--- src/rtl/mrpt_pkg.sv ---
// Shared types, constants and helpers for the 32-bit Miller-Rabin prime test.
package mrpt_pkg;

    localparam int unsigned WordW = 32;
    localparam int unsigned BitCntW = 5;   // counts 0..31 bit steps
    localparam int unsigned BaseCnt = 3;

    // Request into the shared modular multiplier
    typedef struct packed {
        logic             start;
        logic [WordW-1:0] a;
        logic [WordW-1:0] b;
    } mm_req_t;

    // Status out of the shared modular multiplier
    typedef struct packed {
        logic             busy;
        logic             done;
        logic [WordW-1:0] product;
    } mm_rsp_t;

    // Witness bases 2, 3, 5 in test order
    function automatic logic [WordW-1:0] base_of(input logic [1:0] idx);
        logic [WordW-1:0] b;
        case (idx)
            2'd0:    b = WordW'(2);
            2'd1:    b = WordW'(3);
            default: b = WordW'(5);
        endcase
        return b;
    endfunction

    // Strong pseudoprimes to bases 2, 3 and 5 below 2^32
    function automatic logic is_spsp(input logic [WordW-1:0] n);
        return (n == 32'd25326001)   || (n == 32'd161304001)  ||
               (n == 32'd960946321)  || (n == 32'd1157839381) ||
               (n == 32'd3215031751) || (n == 32'd3697278427);
    endfunction

endpackage

--- src/rtl/mrpt_mulmod.sv ---
// Bit-serial interleaved modular multiplier: product = a * b mod n, one bit of a per cycle.
module mrpt_mulmod (
    input  logic                         aclk,
    input  logic                         aresetn,
    input  mrpt_pkg::mm_req_t            req,
    input  logic [mrpt_pkg::WordW-1:0]   modulus,
    output mrpt_pkg::mm_rsp_t            rsp
);

    localparam int unsigned W = mrpt_pkg::WordW;

    logic                             busy_reg;
    logic                             done_reg;
    logic [mrpt_pkg::BitCntW-1:0]     cnt_reg;
    logic [W-1:0]                     a_reg;
    logic [W-1:0]                     b_reg;
    logic [W-1:0]                     n_reg;
    logic [W-1:0]                     acc_reg;

    logic [W+1:0] sum;
    logic [W+1:0] sub1;
    logic [W+1:0] sub2;
    logic [W-1:0] acc_step;

    // acc < n and b < n, so 2*acc + b < 3n; pick the one reduction that lands in [0, n)
    always_comb begin
        sum  = {1'b0, acc_reg, 1'b0} + (a_reg[W-1] ? {2'b00, b_reg} : '0);
        sub1 = sum - {2'b00, n_reg};
        sub2 = sum - {1'b0, n_reg, 1'b0};
        if (!sub2[W+1]) begin
            acc_step = sub2[W-1:0];
        end else if (!sub1[W+1]) begin
            acc_step = sub1[W-1:0];
        end else begin
            acc_step = sum[W-1:0];
        end
    end

    always_ff @(posedge aclk) begin
        if (!aresetn) begin
            busy_reg <= 1'b0;
            done_reg <= 1'b0;
            cnt_reg  <= '0;
        end else begin
            done_reg <= 1'b0;
            if (busy_reg) begin
                cnt_reg <= cnt_reg - 1'b1;
                if (cnt_reg == '0) begin
                    busy_reg <= 1'b0;
                    done_reg <= 1'b1;
                end
            end else if (req.start) begin
                busy_reg <= 1'b1;
                cnt_reg  <= mrpt_pkg::BitCntW'(W - 1);
            end
        end
    end

    always_ff @(posedge aclk) begin
        if (busy_reg) begin
            acc_reg <= acc_step;
            a_reg   <= {a_reg[W-2:0], 1'b0};
        end else if (req.start) begin
            acc_reg <= '0;
            a_reg   <= req.a;
            b_reg   <= req.b;
            n_reg   <= modulus;
        end
    end

    assign rsp.busy    = busy_reg;
    assign rsp.done    = done_reg;
    assign rsp.product = acc_reg;

endmodule

--- src/rtl/miller_rabin_prime_test_u32.sv ---
// Top level of the deterministic Miller-Rabin primality test for 32-bit numbers.
//
// Usage:
//   Input channel s_*: one item is one 32-bit candidate on s_tdata, taken when
//   s_tvalid and s_tready are both high. s_tready is high only while the block
//   is idle; one item is processed at a time.
//   Output channel m_*: one item per candidate, m_tdata[0] = is_prime.
//   The result sits in an output register until m_tready takes it; a stalled
//   receiver only holds the sequencer in its final state, no result is lost.
// Sequence:
//   Settled cases (below 2, even, 2/3/5, six pseudoprimes): go from ST_IDLE to ST_FINISH and the output register.
//   Otherwise: ST_SPLIT splits n-1 into d * 2^s, then per base
//   (2, 3, 5; stops at the first failing base) one square per bit of d, one
//   multiply per set bit of d, and up to s-1 further squarings. Each modular
//   multiply holds the shared bit-serial unit from its start through one step
//   per bit of a (a done in ST_EXPMUL or ST_SQR may start the next one in the
//   same cycle); each bit of d also passes ST_EXPCHK to pick the step. The worst
//   case is d of 31 set bits. The throughput is set mostly by that multiply unit.
// Reset: aresetn (synchronous, active low) returns to idle and drops m_tvalid.
module miller_rabin_prime_test_u32 (
    input  logic        aclk,
    input  logic        aresetn,
    // input channel
    input  logic        s_tvalid,
    output logic        s_tready,
    input  logic [31:0] s_tdata,    // [31:0] candidate
    // result channel
    output logic        m_tvalid,
    input  logic        m_tready,
    output logic [7:0]  m_tdata     // [0] is_prime, [7:1] zero
);

    localparam int unsigned W = mrpt_pkg::WordW;

    localparam logic [2:0] ST_IDLE   = 3'd0;
    localparam logic [2:0] ST_SPLIT  = 3'd1;  // strip factors of two from n-1
    localparam logic [2:0] ST_EXPCHK = 3'd2;  // pick next exponent step
    localparam logic [2:0] ST_EXPMUL = 3'd3;  // acc = acc * sq
    localparam logic [2:0] ST_EXPSQ  = 3'd4;  // sq = sq * sq
    localparam logic [2:0] ST_TEST   = 3'd5;  // check x = 1 or n-1
    localparam logic [2:0] ST_SQR    = 3'd6;  // repeated squaring of x
    localparam logic [2:0] ST_FINISH = 3'd7;  // hand result to output register

    logic [2:0]                   state_reg,  state_next;
    logic [W-1:0]                 n_reg,      n_next;
    logic [W-1:0]                 d_reg,      d_next;
    logic [mrpt_pkg::BitCntW-1:0] s_reg,      s_next;
    logic [mrpt_pkg::BitCntW-1:0] r_reg,      r_next;
    logic [1:0]                   base_reg,   base_next;
    logic [W-1:0]                 e_reg,      e_next;
    logic [W-1:0]                 acc_reg,    acc_next;
    logic [W-1:0]                 sq_reg,     sq_next;
    logic                         res_reg,    res_next;
    logic                         mvalid_reg, mvalid_next;
    logic                         prime_reg,  prime_next;

    mrpt_pkg::mm_req_t mm_req;
    mrpt_pkg::mm_rsp_t mm_rsp;

    logic [W-1:0] nm1;
    logic         in_fire;
    logic         out_load;
    logic         trivial;
    logic         trivial_res;

    assign nm1      = n_reg - 1'b1;
    assign s_tready = (state_reg == ST_IDLE);
    assign in_fire  = s_tvalid && s_tready;
    assign out_load = (state_reg == ST_FINISH) && (!mvalid_reg || m_tready);

    // Cases settled without running the base tests
    always_comb begin
        trivial     = 1'b1;
        trivial_res = 1'b0;
        if (s_tdata < W'(2)) begin
            trivial_res = 1'b0;
        end else if (s_tdata == W'(2) || s_tdata == W'(3) || s_tdata == W'(5)) begin
            trivial_res = 1'b1;
        end else if (!s_tdata[0]) begin
            trivial_res = 1'b0;
        end else if (mrpt_pkg::is_spsp(s_tdata)) begin
            trivial_res = 1'b0;
        end else begin
            trivial = 1'b0;
        end
    end

    mrpt_mulmod u_mulmod (
        .aclk    (aclk),
        .aresetn (aresetn),
        .req     (mm_req),
        .modulus (n_reg),
        .rsp     (mm_rsp)
    );

    always_comb begin
        state_next  = state_reg;
        n_next      = n_reg;
        d_next      = d_reg;
        s_next      = s_reg;
        r_next      = r_reg;
        base_next   = base_reg;
        e_next      = e_reg;
        acc_next    = acc_reg;
        sq_next     = sq_reg;
        res_next    = res_reg;
        mvalid_next = mvalid_reg && !m_tready;
        prime_next  = prime_reg;
        mm_req      = '0;

        case (state_reg)
            ST_IDLE: begin
                if (in_fire) begin
                    n_next = s_tdata;
                    d_next = s_tdata - 1'b1;
                    s_next = '0;
                    if (trivial) begin
                        res_next   = trivial_res;
                        state_next = ST_FINISH;
                    end else begin
                        state_next = ST_SPLIT;
                    end
                end
            end
            ST_SPLIT: begin
                if (!d_reg[0]) begin
                    d_next = {1'b0, d_reg[W-1:1]};
                    s_next = s_reg + 1'b1;
                end else begin
                    base_next  = '0;
                    acc_next   = W'(1);
                    sq_next    = mrpt_pkg::base_of(2'd0);
                    e_next     = d_reg;
                    state_next = ST_EXPCHK;
                end
            end
            ST_EXPCHK: begin
                if (e_reg == '0) begin
                    state_next = ST_TEST;
                end else if (e_reg[0]) begin
                    mm_req.start = 1'b1;
                    mm_req.a     = acc_reg;
                    mm_req.b     = sq_reg;
                    state_next   = ST_EXPMUL;
                end else begin
                    mm_req.start = 1'b1;
                    mm_req.a     = sq_reg;
                    mm_req.b     = sq_reg;
                    state_next   = ST_EXPSQ;
                end
            end
            ST_EXPMUL: begin
                if (mm_rsp.done) begin
                    acc_next     = mm_rsp.product;
                    mm_req.start = 1'b1;
                    mm_req.a     = sq_reg;
                    mm_req.b     = sq_reg;
                    state_next   = ST_EXPSQ;
                end
            end
            ST_EXPSQ: begin
                if (mm_rsp.done) begin
                    sq_next    = mm_rsp.product;
                    e_next     = {1'b0, e_reg[W-1:1]};
                    state_next = ST_EXPCHK;
                end
            end
            ST_TEST: begin
                r_next = s_reg - 1'b1;
                if (acc_reg == W'(1) || acc_reg == nm1) begin
                    // base passes
                    if (base_reg == 2'(mrpt_pkg::BaseCnt - 1)) begin
                        res_next   = 1'b1;
                        state_next = ST_FINISH;
                    end else begin
                        base_next  = base_reg + 1'b1;
                        acc_next   = W'(1);
                        sq_next    = mrpt_pkg::base_of(base_reg + 1'b1);
                        e_next     = d_reg;
                        state_next = ST_EXPCHK;
                    end
                end else if (s_reg == 5'(1)) begin
                    res_next   = 1'b0;
                    state_next = ST_FINISH;
                end else begin
                    mm_req.start = 1'b1;
                    mm_req.a     = acc_reg;
                    mm_req.b     = acc_reg;
                    state_next   = ST_SQR;
                end
            end
            ST_SQR: begin
                if (mm_rsp.done) begin
                    acc_next = mm_rsp.product;
                    r_next   = r_reg - 1'b1;
                    if (mm_rsp.product == nm1) begin
                        if (base_reg == 2'(mrpt_pkg::BaseCnt - 1)) begin
                            res_next   = 1'b1;
                            state_next = ST_FINISH;
                        end else begin
                            base_next  = base_reg + 1'b1;
                            acc_next   = W'(1);
                            sq_next    = mrpt_pkg::base_of(base_reg + 1'b1);
                            e_next     = d_reg;
                            state_next = ST_EXPCHK;
                        end
                    end else if (mm_rsp.product == W'(1) || r_reg == 5'(1)) begin
                        // hit 1 early, or squarings used up without n-1
                        res_next   = 1'b0;
                        state_next = ST_FINISH;
                    end else begin
                        mm_req.start = 1'b1;
                        mm_req.a     = mm_rsp.product;
                        mm_req.b     = mm_rsp.product;
                    end
                end
            end
            ST_FINISH: begin
                if (out_load) begin
                    mvalid_next = 1'b1;
                    prime_next  = res_reg;
                    state_next  = ST_IDLE;
                end
            end
            default: begin
                state_next = ST_IDLE;
            end
        endcase
    end

    always_ff @(posedge aclk) begin
        if (!aresetn) begin
            state_reg  <= ST_IDLE;
            mvalid_reg <= 1'b0;
        end else begin
            state_reg  <= state_next;
            mvalid_reg <= mvalid_next;
        end
    end

    always_ff @(posedge aclk) begin
        n_reg     <= n_next;
        d_reg     <= d_next;
        s_reg     <= s_next;
        r_reg     <= r_next;
        base_reg  <= base_next;
        e_reg     <= e_next;
        acc_reg   <= acc_next;
        sq_reg    <= sq_next;
        res_reg   <= res_next;
        prime_reg <= prime_next;
    end

    assign m_tvalid = mvalid_reg;
    assign m_tdata  = {7'd0, prime_reg};

    // The multiplier is never started while it is still working
    a_start_idle: assert property (@(posedge aclk) disable iff (!aresetn)
        mm_req.start |-> !mm_rsp.busy)
        else $error("multiply started while unit busy");

    // A finished multiply is only seen in a state that waits for it
    a_done_waiting: assert property (@(posedge aclk) disable iff (!aresetn)
        mm_rsp.done |-> (state_reg == ST_EXPMUL || state_reg == ST_EXPSQ ||
                         state_reg == ST_SQR))
        else $error("multiply result arrived in a non-waiting state");

    // Even candidates other than two are always reported composite
    a_even_composite: assert property (@(posedge aclk) disable iff (!aresetn)
        (out_load && !n_reg[0] && n_reg != W'(2)) |=> !m_tdata[0])
        else $error("even candidate reported prime");

    // Splitting n-1 always stops on a set bit, so d never reaches zero
    a_split_nonzero: assert property (@(posedge aclk) disable iff (!aresetn)
        (state_reg == ST_SPLIT) |-> (d_reg != '0))
        else $error("zero exponent while splitting n-1");

endmodule
--- config.mk ---
export PLATFORM = sky130hd
export DESIGN_NAME = miller_rabin_prime_test_u32
export DESIGN_NICKNAME = d
export VERILOG_FILES = /design/src/rtl/mrpt_pkg.sv /design/src/rtl/mrpt_mulmod.sv /design/src/rtl/miller_rabin_prime_test_u32.sv
export SDC_FILE = /design/constraint.sdc
export NUM_CORES = 1
export LEC_CHECK = 0
export ABC_AREA = 0
export BUFFER_PORTS_ARGS = -buffer_cell sky130_fd_sc_hd__buf_2
export CORE_ASPECT_RATIO = 1.2
export CORE_MARGIN = 10
export CORE_UTILIZATION = 45
export CTS_CLUSTER_DIAMETER = 200
export CTS_CLUSTER_SIZE = 12
export DETAILED_ROUTE_END_ITERATION = 12
export PLACE_DENSITY = 0.61
export SLEW_MARGIN = 30
export SYNTH_ARGS = -nofsm -noshare
export SYNTH_HDL_FRONTEND = slang
export SYNTH_HIERARCHICAL = 1
export SYNTH_SLANG_ARGS = --single-unit
--- constraint.sdc ---
create_clock -name aclk -period 7.1 [get_ports aclk]
set_input_delay 0.355 -clock aclk [delete_from_list [all_inputs] [get_ports aclk]]
set_output_delay 0.355 -clock aclk [all_outputs]
set_load 0.1 [all_outputs]
# [After elaboration in Yosys (flattened, before gate mapping)]
# Cells that the tools add are included.
[classes] bitwise_logic=1 div=0 muxes=90 n_reduce_logical=38 n_addsub=10 mul=0 shift=0 n_eq_ne=37 order_cmp=1
[op_table] op="two-way mux 32 bit" count=27
[op_table] op="two-way mux 65 bit" count=7
[op_table] op="case mux 32 bit (4 select lines)" count=3
[op_table] op="case mux 65 bit (4 select lines)" count=1
[op_table] op="equality test 32 x 1 -> 1 bit (second input constant)" count=2
[op_table] op="equality test 32 x 2 -> 1 bit (second input constant)" count=2
[op_table] op="equality test 32 bit" count=2
[op_table] op="equality test 32 bit (second input constant)" count=2
[op_table] op="two-way mux 64 bit" count=1
[op_table] op="case mux 32 bit (2 select lines)" count=1
[op_table] op="subtractor 32 x 1 -> 32 bit (second input constant)" count=2
[op_table] op="two-way mux 3 bit" count=13
[op_table] op="adder 33 x 34 -> 34 bit" count=1
[op_table] op="subtractor 34 x 32 -> 34 bit" count=1
[op_table] op="subtractor 34 x 33 -> 34 bit" count=1
[op_table] op="equality test 32 x 25 -> 1 bit (second input constant)" count=1
[op_table] op="equality test 32 x 28 -> 1 bit (second input constant)" count=1
[op_table] op="equality test 32 x 3 -> 1 bit (second input constant)" count=1
[op_table] op="equality test 32 x 30 -> 1 bit (second input constant)" count=1
[op_table] op="equality test 32 x 31 -> 1 bit (second input constant)" count=1
[op_table] op="logical NOT 32 bit" count=1
[op_table] op="less-than comparator 32 x 2 -> 1 bit (second input constant)" count=1
[op_table] op="two-way mux 5 bit" count=5
[op_table] op="case mux 3 bit (8 select lines)" count=1
[op_table] op="other kinds (33)" count=98
[totals] latchBits=0 word_cells=198 output_inout_bits=10 register_bits=313 rom_bits=0 mem_bits_rw=0 in_bits=36 n_memories=0

# [Longest topological paths before layout]
# Gate-level depths: netlist (run 1).
[logic_depth] depth_word=13 depth_mapped=25 depth_no_buf=22

# [Modules after synthesis]
# The synthesis (run 1) kept the hierarchy.
[by_module_without_submodules] module="miller_rabin_prime_test_u32" area_per_inst_um2=11962.7 cells_each=1184 instances=1 seq_area_each_um2=5305.1
[by_module_without_submodules] module="mrpt_mulmod" area_per_inst_um2=10356.2 cells_each=1049 instances=1 seq_area_each_um2=3973.8

# [Least setup slack after synthesis (run 1)]
# OpenSTA, ideal clock, no wires.
[synth_path] kind="reg-to-reg" start="reg n_reg[0] (netlist name)" end="reg e_reg[0] (enable)" n_path_buf=2 synth_period_minus_slack_ns=6.763 setup_time_ns=0.486 path_slack_ns=0.337 path_stages_with_launch=13 required_ns=6.614 t_arrival_ns=6.277 path_cell_list="edfxtp_1 -> inv_1 -> ha_1 -> clkbuf_1 -> or4b_1 -> or4_1 -> clkbuf_1 -> or3_1 -> a2111oi_0 -> nand4_1 -> nor3_2 -> a41oi_1 -> nor2_1"
[synth_rtl] element="to (signal assigned)" line_no="miller_rabin_prime_test_u32.sv:247" rtl="e_reg <= e_next;"
[synth_rtl] element="to (decl)" line_no="miller_rabin_prime_test_u32.sv:50" rtl="logic [W-1:0] e_reg, e_next;"

# [Worst setup path in the final report (run 1)]
[layout_path] start="reg u_mulmod.a_reg[31]" end="reg u_mulmod.acc_reg[2], data pin"
[layout_between] elab_chain_len=6 elab_cells_between_ends=7 classes_between="add/sub (3); mux (4)"
[layout_lines] element="from (decl)" line_no="mrpt_mulmod.sv:15" rtl="logic [W-1:0] a_reg;"
[layout_lines] element="from (signal assigned)" line_no="mrpt_mulmod.sv:62" rtl="a_reg <= {a_reg[W-2:0], 1'b0};"
[layout_lines] element="from (signal assigned)" line_no="mrpt_mulmod.sv:65" rtl="a_reg <= req.a;"
[layout_lines] element="two-way mux 32 bit *" line_no="mrpt_mulmod.sv:27" rtl="sum = {1'b0, acc_reg, 1'b0} + (a_reg[W-1] ? {2'b00, b_reg} : '0);"
[layout_lines] element="adder 33 x 34 -> 34 bit *" line_no="mrpt_mulmod.sv:27"
[layout_lines] element="subtractor 34 x 32 -> 34 bit" line_no="mrpt_mulmod.sv:28" rtl="sub1 = sum - {2'b00, n_reg};"
[layout_lines] element="two-way mux 32 bit" line_no="mrpt_mulmod.sv:32" rtl="end else if (!sub1[W+1]) begin"
[layout_lines] element="two-way mux 32 bit *" line_no="mrpt_mulmod.sv:30" rtl="if (!sub2[W+1]) begin"
[layout_lines] element="two-way mux 32 bit *" line_no="mrpt_mulmod.sv:60" rtl="if (busy_reg) begin"
[layout_lines] element="to (signal assigned)" line_no="mrpt_mulmod.sv:61" rtl="acc_reg <= acc_step;"
[layout_lines] element="to (decl)" line_no="mrpt_mulmod.sv:18" rtl="logic [W-1:0] acc_reg;"
# Mark *: on every way between the ends. The rest lies on a longest branch, timed or not.
# A chain may end at the register's enable or synchronous reset.

==> results of run 1 <==
==> stage by stage <==
step           area, um2  hold WS [ps]
2_1_floorplan      22330         420.6
3_3_place_gp       23150         476.0
3_5_place_dp       23160         486.6
4_1_cts            24030         6.620
5_1_grt            24040         26.36
6_report           24040         33.61
==> path summary, 6_finish.rpt <==
path,from,to,depth (start not counted)
max,u_mulmod/a_reg[31],u_mulmod/acc_reg[2],21
min,s_tdata[17],n_reg[17],1
max reg2reg,u_mulmod/a_reg[31],u_mulmod/acc_reg[2],21
min reg2reg,u_mulmod/a_reg[0],u_mulmod/a_reg[0],2
==> per-layer routing <==
metal,track usage (%),share of wire [%]
met1,28.27,40
met2,41.29,49
met3,2.011,5.1
met4,12.25,5.4
met5,0,0
==> area by class of cell <==
type | count | share of cell area [%]
multi-input cells | 1712 | 50.85
clock buffers | 53 | 3.481
repair buffers | 81 | 2.165
well taps | 637 | 3.315
clock inverters | 2 | 0.1145
inverters | 94 | 1.468
flip-flops and latches | 313 | 38.60
==> layout by cell type (no fill, tap or decap), types with 17 or more instances in the layout <==
| cell | instances |
|---|---|
| a221o_1 | 66 |
| or3_1 | 20 |
| xor2_1 | 69 |
| a21oi_1 | 127 |
| buf_2 | 38 |
| o21ai_0 | 118 |
| mux2_2 | 32 |
| a31oi_1 | 23 |
| inv_1 | 91 |
| a21o_1 | 42 |
| o21a_1 | 17 |
| a211oi_1 | 19 |
| clkbuf_16 | 30 |
| and3_1 | 39 |
| mux2i_1 | 31 |
| nor3_1 | 45 |
| nand3_1 | 78 |
| nor4_1 | 58 |
| clkbuf_1 | 23 |
| xnor2_1 | 117 |
| a22o_1 | 32 |
| edfxtp_1 | 301 |
| nor2_1 | 121 |
| nor2b_1 | 23 |
| nand2_1 | 119 |
| ha_1 | 110 |
| and2_1 | 101 |
| buf_4 | 42 |
| nand4_1 | 33 |
==> results.sh, run 1 <==
export IMPL_grt_pass1_wl_um=109700
export IMPL_grt_usage_pct=23.59
export IMPL_place_ws_ps=519.4
export IMPL_holdBufCountCts=0
export IMPL_arrival_ps=7030
export IMPL_die_w_um=223.3
export IMPL_critPathSlowestCell="mux2i_2"
export IMPL_clock_path_buffers=3
export IMPL_fin_setup_tns_ps=0
export IMPL_drt_first_pass_iters=5
export IMPL_grt_max_degree=78
export IMPL_grt_pass1_vias=18240
export IMPL_fin_skew_ps=28.57
export IMPL_worst_pin_slew_ps=950.5
export IMPL_slowest_delay_ps=660
export IMPL_cts_buffers=30
export IMPL_worstSetupPathType="register to register"
export IMPL_vias_per_cell=6.363
export IMPL_cp_num_buf_inv=0
export IMPL_cts_num_sinks=313
export IMPL_finalWorstSetupSlack_ps=515.1
export IMPL_final_core_util_pct=48.96
export IMPL_tritoncts="done"
export IMPL_vias=18400
export IMPL_grt_antenna_before_repair=0
export IMPL_wl_um=72820
export IMPL_rsz0062_at_grt="false"
export IMPL_setup_viol=0
export IMPL_portBuffers=38
export IMPL_post_cts_buffers=0
export IMPL_multiInputGateArea_um2=12230
export IMPL_hpwl_um=55730
export IMPL_crit_required_ps=7550
export IMPL_clockRootBuffer="clkbuf_16"
export IMPL_wire_per_inst_um=25.18
export IMPL_finalCriticalPeriod_ps=6585
export IMPL_gp_congestion=0.9823
export IMPL_syn_inst=2232
export IMPL_worst_setup_path_end_kind="register"
export IMPL_crit_family="compound AO/OA/AOI/OAI gates"
export IMPL_syn_area_um2=22310
export IMPL_clock_fmax_mhz=151.9
export IMPL_diodes=0
export IMPL_path_clk_slew_ps=70
export IMPL_reg2reg_slack_ps=520
export IMPL_yosys_warnings=6
export IMPL_htreeDepth=1
export IMPL_place_inst=2836
export IMPL_first_iter_violations=1630
export IMPL_final_period_utilization_pct=92.75
export IMPL_core_um2=49110
export IMPL_synth_area_per_cell_um2=9.996
export IMPL_fill_cells=4578
export IMPL_layout_cells_non_filler=2892
export IMPL_drc=0
export IMPL_num_nets_final=2381
export IMPL_io_pins=46
export IMPL_ctsResizeCount=0
export IMPL_slew_violations=0
export IMPL_seqCellArea_um2=9281
export IMPL_hold_viol=0
export IMPL_insertion_delay_ps=600
export IMPL_syn2layout_area_growth_pct=7.762
export IMPL_drv_cap=0
export IMPL_grt_overflow=0
export IMPL_cp_start_kind="register"
export IMPL_hold_class="input pin to register"
export IMPL_ant_nets=0
export IMPL_slew_headroom_pct=36.63
export IMPL_status="finished, final reports clean"
export IMPL_cp_cell_sequence="and2_1 > ha_1 > fa_1 > a21o_1 > a311o_1 > a211oi_4 > o22a_1 > o221ai_1 > a31o_2 > xor2_1 > ha_1 > and3_1 > and2_1 > a221oi_1 > nor2_1 > a21oi_1 > a31oi_1 > nor3_2 > mux2i_2 > o221ai_1 > a21oi_1"
export IMPL_cp_max_fo=12
export IMPL_drive_gt1_share_pct=8.825
export IMPL_start_util_pct=45.43
export IMPL_die_h_um=263.9
export IMPL_rows=89
export IMPL_design_die_area_um2=58920
Power of run 1 is not shown: default switching activity piles up to over one toggle a cycle in this logic, so the estimate is an artifact.
==> inputs of run 2 (changes only) <==
- CORE_UTILIZATION: 45 -> 58
- PLACE_DENSITY: 0.61 -> 0.76
==> run 2 against run 1 <==
Against the previous run: non-clock buffer count fell by 7; maximum frequency fell by 0.90%; die area fell by 21%; sequential share of layout area rose by 0.37 points; count of clock-buffer cells in the layout rose by 1; cell area fell by 0.95%; cell count fell by 5.6%; critical path depth did not move; wire length fell by 2.8%; setup slack got worse by 60 ps; global-route usage rose by 5.8 points; largest cell class unchanged; highest routed layer unchanged.
==> results.sh, run 2 (synthesis results as in run 1) <==
export IMPL_status="finished, final reports clean"
export IMPL_worstSetupPathType="register to register"
export IMPL_die_h_um=234.9
export IMPL_cp_cell_sequence="and2_1 > ha_1 > fa_1 > a21o_1 > a311o_1 > a211oi_4 > o22a_1 > o221ai_1 > a31o_2 > xor2_1 > ha_1 > and3_1 > and2_1 > a221oi_1 > nor2_1 > a21oi_1 > a31oi_1 > nor3_2 > mux2i_2 > o221ai_1 > a21oi_1"
export IMPL_drv_cap=0
export IMPL_grt_antenna_before_repair=2
export IMPL_slowest_delay_ps=690
export IMPL_insertion_delay_ps=610
export IMPL_fin_setup_tns_ps=0
export IMPL_io_pins=46
export IMPL_grt_usage_pct=29.35
export IMPL_htreeDepth=1
export IMPL_ctsResizeCount=0
export IMPL_die_w_um=199.0
export IMPL_fin_skew_ps=35.59
export IMPL_drt_first_pass_iters=6
export IMPL_clockRootBuffer="clkbuf_16"
export IMPL_portBuffers=38
export IMPL_finalCriticalPeriod_ps=6645
export IMPL_reg2reg_to="u_mulmod/acc_reg[2]"
export IMPL_path_clk_slew_ps=70
export IMPL_startpoint="u_mulmod/a_reg[31]"
export IMPL_design_die_area_um2=46750
export IMPL_final_period_utilization_pct=93.59
export IMPL_rsz0062_at_grt="false"
export IMPL_arrival_ps=7090
export IMPL_vias=18780
export IMPL_wire_per_inst_um=25.94
export IMPL_r2r_cells=21
export IMPL_cp_max_fo=10
export IMPL_worst_pin_slew_ps=960.9
export IMPL_tritoncts="done"
export IMPL_cp_start_kind="register"
export IMPL_crit_required_ps=7540
export IMPL_cts_buffers=30
export IMPL_slew_headroom_pct=35.35
export IMPL_drive_gt1_share_pct=8.582
export IMPL_r2r_start="u_mulmod/a_reg[31]"
export IMPL_grt_max_degree=55
export IMPL_core_um2=37870
export IMPL_critPathSlowestCell="mux2i_2"
export IMPL_ant_nets=0
export IMPL_crit_family="compound AO/OA/AOI/OAI gates"
export IMPL_clock_fmax_mhz=150.5
export IMPL_wl_um=70790
export IMPL_rows=78
export IMPL_cts_num_sinks=313
export IMPL_diodes=0
export IMPL_gp_congestion=1.012
export IMPL_min_to="n_reg[17]"
export IMPL_hpwl_um=53220
export IMPL_clock_path_buffers=3
export IMPL_grt_pass1_wl_um=107300
export IMPL_grt_overflow=0
export IMPL_hold_viol=0
export IMPL_num_nets_final=2374
export IMPL_holdPathStages=1
export IMPL_reg2reg_slack_ps=460
export IMPL_post_cts_buffers=0
export IMPL_slew_violations=0
export IMPL_cp_num_buf_inv=0
export IMPL_holdBufCountCts=0
export IMPL_drc=0
export IMPL_first_iter_violations=1862
export IMPL_setup_viol=0
export IMPL_grt_pass1_vias=18650
export IMPL_vias_per_cell=6.880
export IMPL_final_common_cell="edfxtp_1"
export IMPL_hold_class="input pin to register"
export IMPL_holdCritStartpoint="s_tdata[17]"
export IMPL_start_util_pct=58.92
export IMPL_syn2layout_area_growth_pct=6.735
export IMPL_worst_setup_path_end_kind="register"
export IMPL_mostFrequentLayoutCells="edfxtp_1, a21oi_1, nor2_1, nand2_1, o21ai_0"
-- run 2: layer usage --
metal  global-route usage [%]  share of wire, %  vias up
li1                         -                 -     8512
met1                    34.21                37     9065
met2                    50.38                50      971
met3                    3.601               7.1      228
met4                    17.52               6.0        0
met5                        0                 0        -
-- run 2: layout make-up --
class	count	area [um2]
Fill cell	3178	14050
Multi-Input combinational cell	1712	12220
Sequential cell	313	9280
Clock buffer	54	840.8
Tap cell	480	600.6
Timing Repair Buffer	74	495.5
Inverter	94	352.8
Clock inverter	2	27.53
-- run 2: worst max path at each step --
stage,endpoint,slack (ps),cells past startpoint
final,u_mulmod/acc_reg[2],460,21
after detailed placement,u_mulmod/acc_reg[26],640,22
after floorplan,e_reg[0],340,12
after CTS,u_mulmod/acc_reg[6],620,22
after global placement,u_mulmod/acc_reg[26],850,22
after global routing,u_mulmod/acc_reg[6],240,21
-- run 2: per-stage QoR --
step                instance area, um2  instances  setup slack (ps)  hold WS [ps]  utilization [%]
floorplan                        22330       2238             336.6         420.6                -
global placement                 22880       2670             848.5         473.9            60.43
detailed placement               22940       2673             638.0         483.5            60.57
CTS                              23810       2729             622.9         49.29            62.87
global route                     23810       2729             237.1         51.28            62.89
finish                           23810       2729             455.3         79.61            62.89
Power of run 2 is left out for the same reason.
